[src/rtl/core/msb_first_bit_packer_assert.svh]
// assertion macros shared by the packer modules
`ifndef MSB_FIRST_BIT_PACKER_ASSERT_SVH
`define MSB_FIRST_BIT_PACKER_ASSERT_SVH

// same-cycle implication, checked outside reset
`define MBP_ASSERT_NOW(lbl, ante, cons, msg) \
  lbl: assert property (@(posedge clk) disable iff (rst) (ante) |-> (cons)) \
    else $error(msg);

// next-cycle implication, checked outside reset
`define MBP_ASSERT_NEXT(lbl, ante, cons, msg) \
  lbl: assert property (@(posedge clk) disable iff (rst) (ante) |=> (cons)) \
    else $error(msg);

`endif

[src/rtl/core/mbp_pkg.sv]
package mbp_pkg;

  localparam int MODE_W   = 2;
  localparam int COUNT_W  = 6;
  localparam int FIELD_W  = 32;
  localparam int OFFSET_W = 16;
  localparam int BYTE_W   = 8;

  localparam int DEF_STORE_BYTES = 32;

  localparam logic [MODE_W-1:0] MODE_CLEAR  = 2'd0;
  localparam logic [MODE_W-1:0] MODE_APPEND = 2'd1;
  localparam logic [MODE_W-1:0] MODE_FLUSH  = 2'd2;

  // control from the sequencer to the byte store
  typedef struct packed {
    logic clear;
    logic bit_en;
    logic bit_val;
    logic pad;
    logic rd_en;
  } store_ctl_t;

endpackage

[src/rtl/core/mbp_if.sv]
interface mbp_field_if import mbp_pkg::*; ();
  logic                valid;
  logic                ready;
  logic [MODE_W-1:0]   mode;
  logic [COUNT_W-1:0]  bit_count;
  logic [FIELD_W-1:0]  field_value;
  logic [OFFSET_W-1:0] length_offset;

  modport source (output valid, mode, bit_count, field_value, length_offset, input ready);
  modport sink   (input valid, mode, bit_count, field_value, length_offset, output ready);
endinterface

interface mbp_byte_if import mbp_pkg::*; ();
  logic              valid;
  logic              ready;
  logic [BYTE_W-1:0] out_byte;
  logic              last_byte;
  logic              bits_dropped;

  modport source (output valid, out_byte, last_byte, bits_dropped, input ready);
  modport sink   (input valid, out_byte, last_byte, bits_dropped, output ready);
endinterface

[src/rtl/core/mbp_shifter.sv]
module mbp_shifter import mbp_pkg::*; (
  input  logic               clk,
  input  logic               rst,
  input  logic               load,
  input  logic [FIELD_W-1:0] field_value,
  input  logic [COUNT_W-1:0] bit_count,
  output logic               bit_en,
  output logic               bit_val,
  output logic               done
);

  localparam int STEP_W = $clog2(FIELD_W);

  logic [FIELD_W-1:0] sreg;
  logic [COUNT_W-1:0] n;
  logic [STEP_W-1:0]  step;
  logic               busy;

  // step k presents field bit (31 - k); it is appended once it lies below n
  assign bit_val = sreg[FIELD_W-1];
  assign bit_en  = busy && ({1'b0, ~step} < n);
  assign done    = busy && (step == '1);

  always_ff @(posedge clk) begin
    if (rst) begin
      busy <= 1'b0;
      step <= '0;
    end else if (load) begin
      busy <= 1'b1;
      step <= '0;
    end else if (busy) begin
      step <= step + STEP_W'(1);
      if (done) begin
        busy <= 1'b0;
      end
    end
  end

  always_ff @(posedge clk) begin
    if (load) begin
      sreg <= field_value;
      n    <= (bit_count > COUNT_W'(FIELD_W)) ? COUNT_W'(FIELD_W) : bit_count;
    end else if (busy) begin
      sreg <= {sreg[FIELD_W-2:0], 1'b0};
    end
  end

endmodule

[src/rtl/core/mbp_store.sv]
module mbp_store import mbp_pkg::*; #(
  parameter int STORE_BYTES = DEF_STORE_BYTES,
  localparam int CAP_BITS = STORE_BYTES * BYTE_W,
  localparam int FILL_W   = $clog2(CAP_BITS + 1),
  localparam int ADDR_W   = (STORE_BYTES > 1) ? $clog2(STORE_BYTES) : 1
) (
  input  logic              clk,
  input  logic              rst,
  input  store_ctl_t        ctl,
  input  logic [ADDR_W-1:0] rd_addr,
  output logic [FILL_W-1:0] fill,
  output logic              overflow,
  output logic [BYTE_W-1:0] rd_data
);

  `include "msb_first_bit_packer_assert.svh"

  logic [BYTE_W-1:0] mem [STORE_BYTES];
  logic [BYTE_W-1:0] cur;
  logic [2:0]        part;
  logic              full;
  logic [ADDR_W-1:0] wr_addr;
  logic [BYTE_W-1:0] cur_shift;
  logic [BYTE_W-1:0] cur_pad;

  assign part      = fill[2:0];
  assign full      = (fill >= FILL_W'(CAP_BITS));
  assign wr_addr   = ADDR_W'(fill >> 3);
  assign cur_shift = {cur[BYTE_W-2:0], ctl.bit_val};
  // left-justify the partial byte, zeros in the unused low bits
  assign cur_pad   = BYTE_W'(cur << (4'd8 - {1'b0, part}));

  always_ff @(posedge clk) begin
    if (rst) begin
      fill     <= '0;
      overflow <= 1'b0;
    end else if (ctl.clear) begin
      fill     <= '0;
      overflow <= 1'b0;
    end else if (ctl.bit_en) begin
      if (full) begin
        overflow <= 1'b1;
      end else begin
        fill <= fill + FILL_W'(1);
      end
    end
  end

  always_ff @(posedge clk) begin
    if (ctl.bit_en && !full) begin
      cur <= cur_shift;
    end
  end

  always_ff @(posedge clk) begin
    if (ctl.bit_en && !full && (part == 3'd7)) begin
      mem[wr_addr] <= cur_shift;
    end else if (ctl.pad && (part != 3'd0)) begin
      mem[wr_addr] <= cur_pad;
    end
  end

  always_ff @(posedge clk) begin
    if (ctl.rd_en) begin
      rd_data <= mem[rd_addr];
    end
  end

  `MBP_ASSERT_NOW(a_fill_in_range, 1'b1, fill <= FILL_W'(CAP_BITS), "bit fill beyond capacity")
  `MBP_ASSERT_NOW(a_ovf_only_when_full, $rose(overflow), fill == FILL_W'(CAP_BITS), "overflow below capacity")

endmodule

[src/rtl/core/msb_first_bit_packer.sv]
// clear empties the store when the item is taken; append: after the item is taken the field
//   shifter steps through every field bit position, one bit each, whatever bit_count is
// flush: 2 header bytes, then for each data byte a store read and an output load;
//   the header and data loads wait while the output side stalls
// reset (rst, synchronous): empties the store and drops any pending output item;
//   store memory contents are not cleared, the bit fill count gates every read
module msb_first_bit_packer import mbp_pkg::*; #(
  parameter int STORE_BYTES = DEF_STORE_BYTES
) (
  input logic       clk,
  input logic       rst,
  mbp_field_if.sink field_ch,
  mbp_byte_if.source byte_ch
);

  `include "msb_first_bit_packer_assert.svh"

  localparam int CAP_BITS = STORE_BYTES * BYTE_W;
  localparam int FILL_W   = $clog2(CAP_BITS + 1);
  localparam int ADDR_W   = (STORE_BYTES > 1) ? $clog2(STORE_BYTES) : 1;
  localparam int NB_W     = $clog2(STORE_BYTES + 1);

  typedef enum logic [5:0] {
    S_IDLE   = 6'b000001,
    S_SHIFT  = 6'b000010,
    S_HDR_HI = 6'b000100,
    S_HDR_LO = 6'b001000,
    S_RD     = 6'b010000,
    S_DATA   = 6'b100000
  } state_t;

  state_t state, state_next;

  logic accept;
  logic sh_load, sh_bit_en, sh_bit_val, sh_done;

  store_ctl_t        ctl;
  logic [FILL_W-1:0] fill;
  logic [FILL_W-1:0] fill_up;
  logic [NB_W-1:0]   nb_now;
  logic              overflow;
  logic [BYTE_W-1:0] rd_data;

  // flush context, captured when the flush item is taken
  logic [OFFSET_W-1:0] hdr;
  logic [NB_W-1:0]     nb;
  logic                drop;
  logic [ADDR_W-1:0]   idx;
  logic                last_data;

  // output register, parts the store from the consumer
  logic              ov;
  logic [BYTE_W-1:0] ob;
  logic              ol, od;
  logic              can_load;
  logic              out_load;
  logic [BYTE_W-1:0] load_byte;
  logic              load_last, load_drop;

  assign field_ch.ready = (state == S_IDLE);
  assign accept         = field_ch.valid && field_ch.ready;

  assign byte_ch.valid        = ov;
  assign byte_ch.out_byte     = ob;
  assign byte_ch.last_byte    = ol;
  assign byte_ch.bits_dropped = od;

  assign can_load = !ov || byte_ch.ready;

  // bytes held, rounded up; fill + 7 always fits in the fill width
  assign fill_up   = fill + FILL_W'(7);
  assign nb_now    = NB_W'(fill_up >> 3);
  assign last_data = ((NB_W'(idx) + NB_W'(1)) == nb);

  mbp_shifter u_shifter (
    .clk         (clk),
    .rst         (rst),
    .load        (sh_load),
    .field_value (field_ch.field_value),
    .bit_count   (field_ch.bit_count),
    .bit_en      (sh_bit_en),
    .bit_val     (sh_bit_val),
    .done        (sh_done)
  );

  mbp_store #(.STORE_BYTES(STORE_BYTES)) u_store (
    .clk      (clk),
    .rst      (rst),
    .ctl      (ctl),
    .rd_addr  (idx),
    .fill     (fill),
    .overflow (overflow),
    .rd_data  (rd_data)
  );

  // sequencer
  always_comb begin
    state_next  = state;
    sh_load     = 1'b0;
    ctl.clear   = 1'b0;
    ctl.bit_en  = sh_bit_en;
    ctl.bit_val = sh_bit_val;
    ctl.pad     = 1'b0;
    ctl.rd_en   = 1'b0;
    out_load    = 1'b0;
    load_byte   = hdr[OFFSET_W-1:BYTE_W];
    load_last   = 1'b0;
    load_drop   = 1'b0;
    unique case (state)
      S_IDLE: begin
        if (accept) begin
          unique case (field_ch.mode)
            MODE_CLEAR: begin
              ctl.clear = 1'b1;
            end
            MODE_APPEND: begin
              sh_load    = 1'b1;
              state_next = S_SHIFT;
            end
            MODE_FLUSH: begin
              // write out the partial byte and empty the store at once;
              // the memory keeps its bytes for the read-out below
              ctl.pad    = 1'b1;
              ctl.clear  = 1'b1;
              state_next = S_HDR_HI;
            end
            default: begin
              // unused mode, item is dropped without results
            end
          endcase
        end
      end
      S_SHIFT: begin
        if (sh_done) begin
          state_next = S_IDLE;
        end
      end
      S_HDR_HI: begin
        if (can_load) begin
          out_load   = 1'b1;
          state_next = S_HDR_LO;
        end
      end
      S_HDR_LO: begin
        load_byte = hdr[BYTE_W-1:0];
        load_last = (nb == '0);
        load_drop = (nb == '0) && drop;
        if (can_load) begin
          out_load   = 1'b1;
          state_next = (nb == '0) ? S_IDLE : S_RD;
        end
      end
      S_RD: begin
        ctl.rd_en  = 1'b1;
        state_next = S_DATA;
      end
      S_DATA: begin
        load_byte = rd_data;
        load_last = last_data;
        load_drop = last_data && drop;
        if (can_load) begin
          out_load   = 1'b1;
          state_next = last_data ? S_IDLE : S_RD;
        end
      end
      default: begin
        state_next = S_IDLE;
      end
    endcase
  end

  always_ff @(posedge clk) begin
    if (rst) begin
      state <= S_IDLE;
    end else begin
      state <= state_next;
    end
  end

  always_ff @(posedge clk) begin
    if (accept && (field_ch.mode == MODE_FLUSH)) begin
      hdr  <= field_ch.length_offset + OFFSET_W'(nb_now);
      nb   <= nb_now;
      drop <= overflow;
      idx  <= '0;
    end else if ((state == S_DATA) && can_load) begin
      idx <= idx + ADDR_W'(1);
    end
  end

  always_ff @(posedge clk) begin
    if (rst) begin
      ov <= 1'b0;
    end else if (out_load) begin
      ov <= 1'b1;
    end else if (byte_ch.ready) begin
      ov <= 1'b0;
    end
  end

  always_ff @(posedge clk) begin
    if (out_load) begin
      ob <= load_byte;
      ol <= load_last;
      od <= load_drop;
    end
  end

  `MBP_ASSERT_NOW(a_data_has_bytes, state == S_DATA, nb != '0, "data read-out with no bytes")
  `MBP_ASSERT_NOW(a_shift_in_state, sh_done, state == S_SHIFT, "shifter ran outside append")

endmodule
[src/flat_wrapper.sv]
// flat-port wrapper written by rule: the top's interface ports become plain ports
module msb_first_bit_packer_flat import mbp_pkg::*;
#(
  parameter int STORE_BYTES = DEF_STORE_BYTES
)
  (clk, rst, field_ch_valid, field_ch_mode, field_ch_bit_count, field_ch_field_value, field_ch_length_offset, field_ch_ready, byte_ch_valid, byte_ch_out_byte, byte_ch_last_byte, byte_ch_bits_dropped, byte_ch_ready);
  mbp_field_if field_ch_i ();
  mbp_byte_if byte_ch_i ();
  input logic clk;
  input logic rst;
  input wire logic [$bits(field_ch_i.valid)-1:0] field_ch_valid;
  input wire logic [$bits(field_ch_i.mode)-1:0] field_ch_mode;
  input wire logic [$bits(field_ch_i.bit_count)-1:0] field_ch_bit_count;
  input wire logic [$bits(field_ch_i.field_value)-1:0] field_ch_field_value;
  input wire logic [$bits(field_ch_i.length_offset)-1:0] field_ch_length_offset;
  output wire logic [$bits(field_ch_i.ready)-1:0] field_ch_ready;
  output wire logic [$bits(byte_ch_i.valid)-1:0] byte_ch_valid;
  output wire logic [$bits(byte_ch_i.out_byte)-1:0] byte_ch_out_byte;
  output wire logic [$bits(byte_ch_i.last_byte)-1:0] byte_ch_last_byte;
  output wire logic [$bits(byte_ch_i.bits_dropped)-1:0] byte_ch_bits_dropped;
  input wire logic [$bits(byte_ch_i.ready)-1:0] byte_ch_ready;
  assign field_ch_i.valid = field_ch_valid;
  assign field_ch_i.mode = field_ch_mode;
  assign field_ch_i.bit_count = field_ch_bit_count;
  assign field_ch_i.field_value = field_ch_field_value;
  assign field_ch_i.length_offset = field_ch_length_offset;
  assign field_ch_ready = field_ch_i.ready;
  assign byte_ch_valid = byte_ch_i.valid;
  assign byte_ch_out_byte = byte_ch_i.out_byte;
  assign byte_ch_last_byte = byte_ch_i.last_byte;
  assign byte_ch_bits_dropped = byte_ch_i.bits_dropped;
  assign byte_ch_i.ready = byte_ch_ready;
  msb_first_bit_packer #(.STORE_BYTES(STORE_BYTES)) u_core (.clk(clk), .rst(rst), .field_ch(field_ch_i), .byte_ch(byte_ch_i));
endmodule
[config.mk]
export PLATFORM = sky130hd
export DESIGN_NAME = msb_first_bit_packer_flat
export DESIGN_NICKNAME = d
export VERILOG_FILES = /design/src/rtl/core/mbp_pkg.sv /design/src/rtl/core/mbp_if.sv /design/src/rtl/core/mbp_shifter.sv /design/src/rtl/core/mbp_store.sv /design/src/rtl/core/msb_first_bit_packer.sv /design/src/flat_wrapper.sv
export VERILOG_INCLUDE_DIRS = /design/src /design/src/rtl/core
export SDC_FILE = /design/constraint.sdc
export NUM_CORES = 1
export LEC_CHECK = 0
export ABC_AREA = 1
export BUFFER_PORTS_ARGS = -buffer_cell sky130_fd_sc_hd__buf_2
export CAP_MARGIN = 30
export CORE_MARGIN = 8
export CORE_UTILIZATION = 60
export DETAILED_ROUTE_END_ITERATION = 12
export GPL_ROUTABILITY_DRIVEN = 0
export MAX_ROUTING_LAYER = met4
export PLACE_DENSITY = 0.78
export SYNTH_ARGS = -nofsm -noshare
export SYNTH_HDL_FRONTEND = slang
export SYNTH_SLANG_ARGS = --single-unit
[constraint.sdc]
create_clock -name clk -period 4.48 [get_ports clk]
set_clock_uncertainty 0.2 [all_clocks]
set_input_delay 0.896 -clock clk [delete_from_list [all_inputs] [get_ports clk]]
set_output_delay 0.896 -clock clk [all_outputs]
set_load 0.005 [all_outputs]
== Word-level counts from Yosys, hierarchy flattened ==
Memory sizes are Yosys's and may differ from the RTL's. A register that Yosys moved wholly into a read port is not among the register bits.
Index checks and enable logic that the tools add are counted.

* $add $sub $neg: 7
* $mul: 0
* Divide/modulo/power cells: 0
* Magnitude comparators: 3
* Eq/ne operators: 17
* Shifts and indexed selects: 1
* Muxes and demuxes: 37
* Bitwise operators: 3
* Reduce and logical (&&, ||, !) cells: 25

{| class="wikitable"
|+ Operators by type and width
! operator !! number
|-
| 32-bit two-way mux || 2
|-
| 6-bit case mux with 6 select lines || 1
|-
| 6-bit two-way mux || 5
|-
| 1-bit two-way mux || 22
|-
| 16-bit by 6-bit adder with 16-bit output || 1
|-
| 8-bit case mux with 2 select lines || 1
|-
| 6-bit case mux with 2 select lines || 1
|-
| 5-bit by 1-bit adder with 5-bit output, second input constant || 2
|-
| 1-bit logical AND || 10
|-
| 5-bit two-way mux || 2
|-
| 9-bit by 1-bit adder with 9-bit output, second input constant || 1
|-
| 9-bit by 3-bit adder with 9-bit output, second input constant || 1
|-
| 9-bit >= comparator, second input constant || 1
|-
| 8-bit two-way mux || 1
|-
| 2-bit by 1-bit != test with 1-bit output, second input constant || 4
|-
| 8-bit by 4-bit left shift with 8-bit output || 1
|-
| 5-bit by 1-bit adder with 6-bit output, second input constant || 1
|-
| 6-bit by 1-bit == test with 1-bit output, second input constant || 1
|-
| 6-bit by 2-bit == test with 1-bit output, second input constant || 1
|-
| 6-bit by 3-bit == test with 1-bit output, second input constant || 1
|-
| 6-bit by 4-bit == test with 1-bit output, second input constant || 1
|-
| 6-bit by 5-bit == test with 1-bit output, second input constant || 1
|-
| 6-bit == test || 1
|-
| 6-bit == test, second input constant || 1
|-
| other kinds (23) || 29
|}

* Bits in registers: 107
* Bits in latches: 0
* Bits in writable memories: 256
* Bits in read-only memories: 0
* Output and inout bits: 12
* Memories: 1

{| class="wikitable"
|+ Memory list
! name !! words !! bits a word !! read ports !! clocked after memory_dff !! write ports !! RTL line !! text
|-
| u_core.u_store.mem || 32 || 8 || 1 || 1 || 1 || mbp_store.sv:18 || <nowiki>logic [BYTE_W-1:0] mem [STORE_BYTES];</nowiki>
|}

== Longest topological paths before layout ==
Gate-level depths: netlist of run 1.

* Depth after elaboration: 9
* Mapped depth: 15
* Gate-level depth less buffers: 15

== By module ==
From an unflattened synthesis of run 1, not the netlist that was laid out.

* Cells, all modules: 1596
* Area total of the unflattened synthesis: 16499.6 sq um

{| class="wikitable"
|+ By module, submodules not included
! module !! instances !! cells an instance !! area an instance (sq um) !! sequential area each (sq um)
|-
| mbp_store || 1 || 1069 || 11803.8 || 8368.0
|-
| msb_first_bit_packer || 1 || 311 || 2566.2 || 1231.2
|-
| mbp_shifter || 1 || 216 || 2129.5 || 1261.2
|}

== Least setup slack after synthesis of run 1 ==
No wires, ideal clock.

* Path kind: register to register
* Start: reg u_core.u_store.fill[0]
* End: mem u_core.u_store.mem[0][7], data pin
* Arrival time: 2.896 ns
* Required time: 3.826 ns
* Path slack: 0.930 ns
* Cell stages (with the launch flop): 8
* Cell sequence: dfxtp_1 clkinv_1 ha_1 clkbuf_1 inv_1 o21ai_0 a32oi_1 o21ai_0

* Cells in the longest elaborated chain, start to end: 7
* Elaborated cells between the ends (all ways): 13
* Those cells by class: add/sub: 1; order compare: 1; eq/ne: 1; shift: 1; mux: 4; reduce/logical: 5

{| class="wikitable"
|+ Ends and longest elaborated chain
! element !! RTL line !! text
|-
| start, declared || mbp_store.sv:11 || <nowiki>output logic [FILL_W-1:0] fill,</nowiki>
|-
| start signal, assigned || mbp_store.sv:44 || <nowiki>fill <= fill + FILL_W'(1);</nowiki>
|-
| 9-bit >= comparator || mbp_store.sv:27 || <nowiki>assign full = (fill >= FILL_W'(CAP_BITS));</nowiki>
|-
| 1-bit zero test || mbp_store.sv:56 || <nowiki>if (ctl.bit_en && !full && (part == 3'd7)) begin</nowiki>
|-
| 1-bit logical AND (2 in series) || mbp_store.sv:56 ||
|-
| 1-bit two-way mux || mbp_store.sv:56 ||
|-
| 1-bit two-way mux (implied by the code) || mbp_store.sv:59 || <nowiki>mem[wr_addr] <= cur_pad;</nowiki>
|-
| 8-bit two-way mux (no line) (*) || - ||
|-
| end, declared || mbp_store.sv:18 ||
|}

Every way passes the cells marked *; elsewhere a longest branch is shown, timed or not.

== Worst setup path in the final report of run 1 ==
* Start: reg u_core.u_store.fill[0]
* End: reg u_core.hdr[15], data pin

* Cells in the longest elaborated chain, start to end: 2

{| class="wikitable"
|+ Ends and longest elaborated chain
! element !! RTL line !! text
|-
| 9-bit by 3-bit adder with 9-bit output || msb_first_bit_packer.sv:71 || <nowiki>assign fill_up = fill + FILL_W'(7);</nowiki>
|-
| named net u_core.fill_up[8] || msb_first_bit_packer.sv:39 || <nowiki>logic [FILL_W-1:0] fill_up;</nowiki>
|-
| 16-bit by 6-bit adder with 16-bit output || msb_first_bit_packer.sv:182 || <nowiki>hdr <= field_ch.length_offset + OFFSET_W'(nb_now);</nowiki>
|-
| end signal, assigned || msb_first_bit_packer.sv:182 ||
|-
| end, declared || msb_first_bit_packer.sv:45 || <nowiki>logic [OFFSET_W-1:0] hdr;</nowiki>
|}

The timed path passes the listed nets, and every way through them passes these cells.
A chain may end at the register's enable or synchronous reset.

==> impl_results.md, run 1 <==
- Status: finished, final reports clean
- Area grow syn2layout: 11.6%
- Sequential element share of the synthesized area: 67.5%
- CP required: 4.54 ns
- Worst hold path cell count: 0
- Synth top area cells: edfxtp_1, nand2_1, nor2_1
- Max-Cap Viols: 0
- DRT Wirelength: 37,300 um
- Most common cell in the synthesized netlist: edfxtp_1
- Final Cycle Share: 77.9%
- Largest net degree at the start of global routing: 99
- Die Footprint: 32,300 um^2
- Vias/cell: 5.95
- Core box area: 26,700 um^2
- Setup violators final: 0
- Yosys top cell by area: edfxtp_1
- H-tree depth: 2
- Mapped Area: 16,100 um^2
- Crit-path max FO: 16
- GRT met3 Usage: 3.87%
- Pwr Density: 474 nW/um^2
- Iter 0 DRT Violations: 1,697
- Leak: 6.61 nW
- Antenna violations before repair: 0
- WL/cell: 19.7 um
- Slew Limit Fails: 0
- Worst Setup End Kind: flop
- I/O Pins: 72
- Unrepaired setup endpoints after global routing: no
- Hold crit path type: reg -> reg
- Max clock buf depth: 3
- First-pass GRT wire length: 58,500 um
- Max Clk Rate: 0.287 GHz
- Clk_lat worst skew: 0.52 ns
- Critical R2R Capture: u_core.hdr[15]
- Via count: 11,200
- Vias in the first global route: 10,900
- Worst slew margin: 33.4%
- WP data arrival: 3.55 ns
- Worst Setup Start Kind: flop
- Share of cells above drive strength 1: 11.3%
- Routed Antenna Nets: 0
- DR DRC count: 0
- Main synth FF type: edfxtp_1
- IO buf count: 71
- Final TNS setup: 0 ns
- Die outline height: 180 um
- Most crowded layer after global routing: met2
- Tmin final: 3.49 ns
- Synth Instances: 1,458
- CTS resizes: 0
- Ys async rst share: 0%
- Multi-input gate area: 4620 um^2
- Gr ovfl total: 0
- Yosys warnings: 0
- Syn_nets: 1,540
- Register-to-register setup slack: 0.99 ns
- Crit path kind: reg -> reg
- Post-synth EDFFs: 343
- WHS Endpoint: u_core.drop
- Total CTS buffers: 39
- CTS Root Cell: clkbuf_16
- Iteration count of the initial detailed-routing pass: 7
- Launching point of the worst reg2reg path: u_core.u_store.fill[0]
- FILL cells: 1,821
- Overall global routing resource usage: 23.3%
- Number of diodes: 0
- Met1 Use GR: 30.2%
- Worst-Margin Slew: 0.998 ns
- Initial Utilization: 60.3%
- Top cell type's share of synthesized area: 64.0%
- Die Wd: 180 um
- Top cells by count, synth: edfxtp_1, nand2_1, nor2_1
- Met2 Resource Use GR: 37.2%
- CTS tree: done
- Clock slew at reported path FFs: 0.06 ns
- CTS sink count: 371
- Distinct cells, synth: 43
- Dpl hpwl: 23,700 um
- Syn_area_per_cell: 11.0 um^2
- Peak supply drop: 0.245 mV
- FF-to-FF path depth: 14
- Worst Hold Launch: u_core.u_store.overflow
- Synth Register Bits: 371
- # rows: 60
- Register area: 10,900 um^2
- Final Hold Fails: 0
- Hold buffers post-CTS: 0
- Total power draw: 8.51 mW
- Post-CTS setup buffers: 0
- Nets: 1,602
## worst max-delay path, stage by stage, from the launching register on
cell,delay (ns)
dfxtp_1,0.61
clkinv_1,0.35
ha_1,0.29
a21oi_1,0.26
inv_1,0.09
nor2_1,0.12
xor2_1,0.24
ha_1,0.34
nand2_1,0.09
a21oi_1,0.04
a21oi_1,0.13
nand2_1,0.12
nand3_1,0.15
nor2_1,0.07
xor2_1,0.14
## flip-flops by register name, summed over array words and instances, names as in the netlist
name / count
u_core.u_store.mem: 256
u_core.u_shifter.sreg: 32
u_core.hdr: 16
u_core.u_store.fill: 9
u_core.byte_ch.out_byte: 8
u_core.u_store.cur: 8
u_core.u_store.rd_data: 8
u_core.nb: 6
u_core.state: 6
u_core.u_shifter.n: 6
u_core.idx: 5
u_core.u_shifter.step: 5
u_core.byte_ch.bits_dropped: 1
u_core.byte_ch.last_byte: 1
u_core.byte_ch.valid: 1
u_core.drop: 1
u_core.u_shifter.busy: 1
u_core.u_store.overflow: 1
## stage by stage
step	instance area, um^2	setup slack, ns	instances	util, %	hold slack (ns)
after floorplan	16100	0.930	1458	-	0.208
after global placement	16700	1.15	1819	62.6	0.214
after detailed placement	16700	1.09	1820	62.7	0.215
after CTS	17900	1.06	1890	67.3	0.228
after global routing	17900	0.734	1890	67.3	0.235
final	17900	0.990	1890	67.3	0.227
## worst max path at each step
stage,cells past startpoint,endpoint,start
3_5_place_dp,14,u_core.hdr[13],u_core.u_store.fill[0]
2_1_floorplan,7,u_core.u_store.mem[0][7],u_core.u_store.fill[0]
6_report,14,u_core.hdr[15],u_core.u_store.fill[0]
4_1_cts,14,u_core.hdr[13],u_core.u_store.fill[0]
3_3_place_gp,14,u_core.hdr[13],u_core.u_store.fill[0]
5_1_grt,14,u_core.hdr[15],u_core.u_store.fill[0]
## cells by family after synthesis
kind of cell / Yosys count / share of synthesized area [%]
buf+inv: 147 / 3.78
compound gates: 259 / 8.96
fa+ha+maj: 22 / 1.76
flops: 371 / 67.5
simple gates: 636 / 16.7
xor+xnor: 23 / 1.25
## metal layers
layer  wire length (um)  vias up  part of all wire (%)
met5                  0        -                     0
met4               1170        0                   3.1
met3               3300       97                   8.8
met2              17900      600                    48
met1              14900     5310                    40
li1                   -     5230                     -
## final cells by class
class	count	share of cell area (%)
clock buffer	55	6.01
sequential	371	60.6
tap	341	2.38
inverter	81	1.69
timing repair buffer	87	2.83
clock inverter	15	0.788
multi-input combinational	940	25.7
## cells in the final DEF (no fill, tap or decap), types with 2 or more instances in the layout
cell,n
edfxtp_1,343
nand2_1,293
nor2_1,215
o21ai_0,128
nand3_1,84
buf_2,71
inv_1,70
o22ai_1,64
clkbuf_16,41
a21oi_1,29
dfxtp_1,26
ha_1,21
o21ai_1,19
xor2_1,16
clkinv_1,14
clkbuf_1,14
buf_4,14
nand4_1,13
o21ai_2,9
nand2_2,8
xnor2_1,7
inv_2,6
nor3_1,5
nand3_4,4
nor2_4,3
bufinv_16,3
nor2_2,2
nand2_4,2
a22oi_1,2
a32oi_1,2
a211oi_1,2
clkinv_2,2
## report_power, final
group / internal [mW] / switching (mW) / total (mW)
Sequential: 3.98 / 0.0874 / 4.07
Combinational: 0.395 / 0.948 / 1.34
Clock: 1.85 / 1.25 / 3.09
Total: 6.22 / 2.28 / 8.51
No activity file was read; power rests on OpenSTA's default activity.
==> run 2, diff against run 1 <==
--- a/config.mk
+++ b/config.mk
@@ -10,11 +10,11 @@
 export BUFFER_PORTS_ARGS = -buffer_cell sky130_fd_sc_hd__buf_2
 export CAP_MARGIN = 30
 export CORE_MARGIN = 8
-export CORE_UTILIZATION = 60
+export CORE_UTILIZATION = 55
 export DETAILED_ROUTE_END_ITERATION = 12
 export GPL_ROUTABILITY_DRIVEN = 0
 export MAX_ROUTING_LAYER = met4
-export PLACE_DENSITY = 0.78
+export PLACE_DENSITY = 0.75
 export SYNTH_ARGS = -nofsm -noshare
 export SYNTH_HDL_FRONTEND = slang
 export SYNTH_SLANG_ARGS = --single-unit
==> constraint.sdc (replaced) <==
create_clock -name clk -period 3.2 [get_ports clk]
set_clock_uncertainty 0.2 [all_clocks]
set_input_delay 0.64 -clock clk [delete_from_list [all_inputs] [get_ports clk]]
set_output_delay 0.64 -clock clk [all_outputs]
set_load 0.005 [all_outputs]
==> run 2 against run 1 <==
  * Maximum frequency grew 21%
  * Critical endpoint is now u_core.hdr[8]
  * Global-route usage shrank 2.6 points
  * Die area grew 8.3%
  * Register-to-register slack lost 0.68 ns
  * Largest cell class unchanged
  * Worst hold slack lost 0.11 ns
  * Utilization shrank 3.7 points
  * Critical path depth shrank 2
  * Largest power group unchanged
==> impl_results.md, run 2 (synthesis gave the netlist of run 1 again) <==
- Status: finished, final reports clean
- Met1 Use GR: 25.2%
- Hold buffers post-CTS: 0
- Met2 Resource Use GR: 33.9%
- Via count: 11,300
- Gate power share: 16.2%
- Tmin final: 2.89 ns
- Largest net degree at the start of global routing: 83
- GRT met3 Usage: 3.88%
- Register-to-register setup slack: 0.31 ns
- Crit-path max FO: 5
- Leak: 6.84 nW
- Iteration count of the initial detailed-routing pass: 8
- FF-to-FF path depth: 12
- Pwr Density: 639 nW/um^2
- CTS tree: done
- Final Hold Fails: 0
- WP data arrival: 2.95 ns
- Number of flip-flops in the largest register: 256
- Worst-Margin Slew: 0.832 ns
- Sw Share: 27.0%
- Clock slew at reported path FFs: 0.06 ns
- Biggest regs: u_core.u_store.mem: 256 flops, u_core.u_shifter.sreg: 32 flops, u_core.hdr: 16 flops
- Total CTS buffers: 39
- Worst Setup End Kind: flop
- Most flop-heavy register: u_core.u_store.mem
- H-tree depth: 2
- Int Pwr: 8.54 mW
- Launching point of the worst reg2reg path: u_core.u_store.fill[1]
- Unrepaired setup endpoints after global routing: no
- Setup violators final: 0
- Final TNS setup: 0 ns
- Final Cycle Share: 90.2%
- Initial Utilization: 55.9%
- CP startpoint: u_core.u_store.fill[1]
- Peak supply drop: 0.436 mV
- Vias/cell: 5.70
- Commonest non-fill, non-tap cell in the layout: edfxtp_1
- Overall global routing resource usage: 20.7%
- Nets: 1,648
- CTS Root Cell: clkbuf_16
- WHS: 0.118 ns
- Worst slew margin: 44.5%
- Routed Antenna Nets: 0
- Max Clk Rate: 0.347 GHz
- Sw power: 3.16 mW
- DR DRC count: 0
- Most crowded layer after global routing: met2
- CTS sink count: 371
- Die outline height: 187 um
- Gr ovfl total: 0
- WL/cell: 18.3 um
- Vias in the first global route: 11,100
- Non-filler cells, final: 1,976
- Crit path kind: reg -> reg
- Core box area: 28,800 um^2
- Area grow syn2layout: 13.8%
- I/O Pins: 72
- Clk network pwr share: 35.1%
- Worst Setup Start Kind: flop
- Max-Cap Viols: 0
- IO buf count: 71
- Most frequent cells in the layout: edfxtp_1, nand2_1, nor2_1, o21ai_0, nand3_1
- Dpl hpwl: 23,300 um
- DRT Wirelength: 36,200 um
- # rows: 62
- Seq pwr share: 48.6%
- Number of diodes: 0
- First-pass GRT wire length: 57,100 um
- Slew Limit Fails: 0
- CP Capture Point: u_core.hdr[8]
- Hold crit path type: in -> reg
- CP required: 3.27 ns
- Max clock buf depth: 3
- Critical R2R Capture: u_core.hdr[8]
- Die Wd: 187 um
- Clk_lat worst skew: 0.52 ns
- Share of cells above drive strength 1: 14.3%
- Die Footprint: 35,000 um^2
- Iter 0 DRT Violations: 1,104
- Cells after DPL: 1,908
- Antenna violations before repair: 0
## run 2: cell count changes in the layout (fill, tap and decap cells not counted), sizes merged
cell,change
bufinv,-2
clkbuf,-3
buf,+46
inv,+1
clkinv,+1
## run 2: power by group through the flow
stage          Clock, mW  Sequential [mW]  Combinational (mW)
2_1_floorplan          0             5.74                1.29
3_3_place_gp           0             5.78                1.83
3_5_place_dp           0             5.79                1.88
4_1_cts             4.18             5.69                1.89
5_1_grt             4.35             5.71                2.10
6_report            4.11             5.69                1.90
## run 2: worst min path at each step
stage                       startpoint                    end  slack [ns]  depth (start not counted)
3_5_place_dp   u_core.u_store.overflow            u_core.drop        0.22                          0
4_1_cts          field_ch_bit_count[5]  u_core.u_shifter.n[5]         0.1                          1
6_report         field_ch_bit_count[5]  u_core.u_shifter.n[5]        0.12                          1
3_3_place_gp   u_core.u_store.overflow            u_core.drop        0.21                          0
5_1_grt          field_ch_bit_count[5]  u_core.u_shifter.n[5]         0.1                          1
2_1_floorplan  u_core.u_store.overflow            u_core.drop        0.21                          0
## run 2: final cells by class
cell class,count,area [um^2]
multi-input cells,940,4630
clock buffers,52,1050
repair buffers,133,871
fillers,2187,10500
flip-flops and latches,371,10900
inverters,81,304
clock inverters,15,116
well taps,384,480
## run 2: per-stage QoR
step	area (um^2)	power, mW	setup slack [ns]	util [%]
2_1_floorplan	16100	7.03	0.196	-
3_3_place_gp	17100	7.62	0.426	59.5
3_5_place_dp	17100	7.67	0.309	59.5
4_1_cts	18300	11.8	0.282	63.6
5_1_grt	18300	12.2	0.0641	63.6
6_report	18300	11.7	0.314	63.6
## run 2: repair_timing
| item | in CTS | in global routing |
|---|---|---|
| resized for setup | 0 | 2 |
| setup buffers | 0 | 1 |
| setup endpoints to repair | 0 | 2 |
| endpoints found under the hold margin | 0 | 0 |
## run 2: routing by layer
| metal | part of all wire (%) | routed length [um] |
|---|---|---|
| met5 | 0 | 0 |
| met4 | 3.8 | 1390 |
| met3 | 8.3 | 3000 |
| met2 | 49 | 17600 |
| met1 | 39 | 14200 |
## run 2: critical path, stage by stage, from the launching register on
cell and delay [ns]:
dfxtp_1 0.39, inv_1 0.12, ha_1 0.21, a21oi_2 0.18, inv_1 0.07, nor2_1 0.11, xor2_1 0.25, ha_1 0.34
a21oi_1 0.19, o21ai_0 0.13, a21oi_1 0.21, nor2_1 0.08, xor2_1 0.14
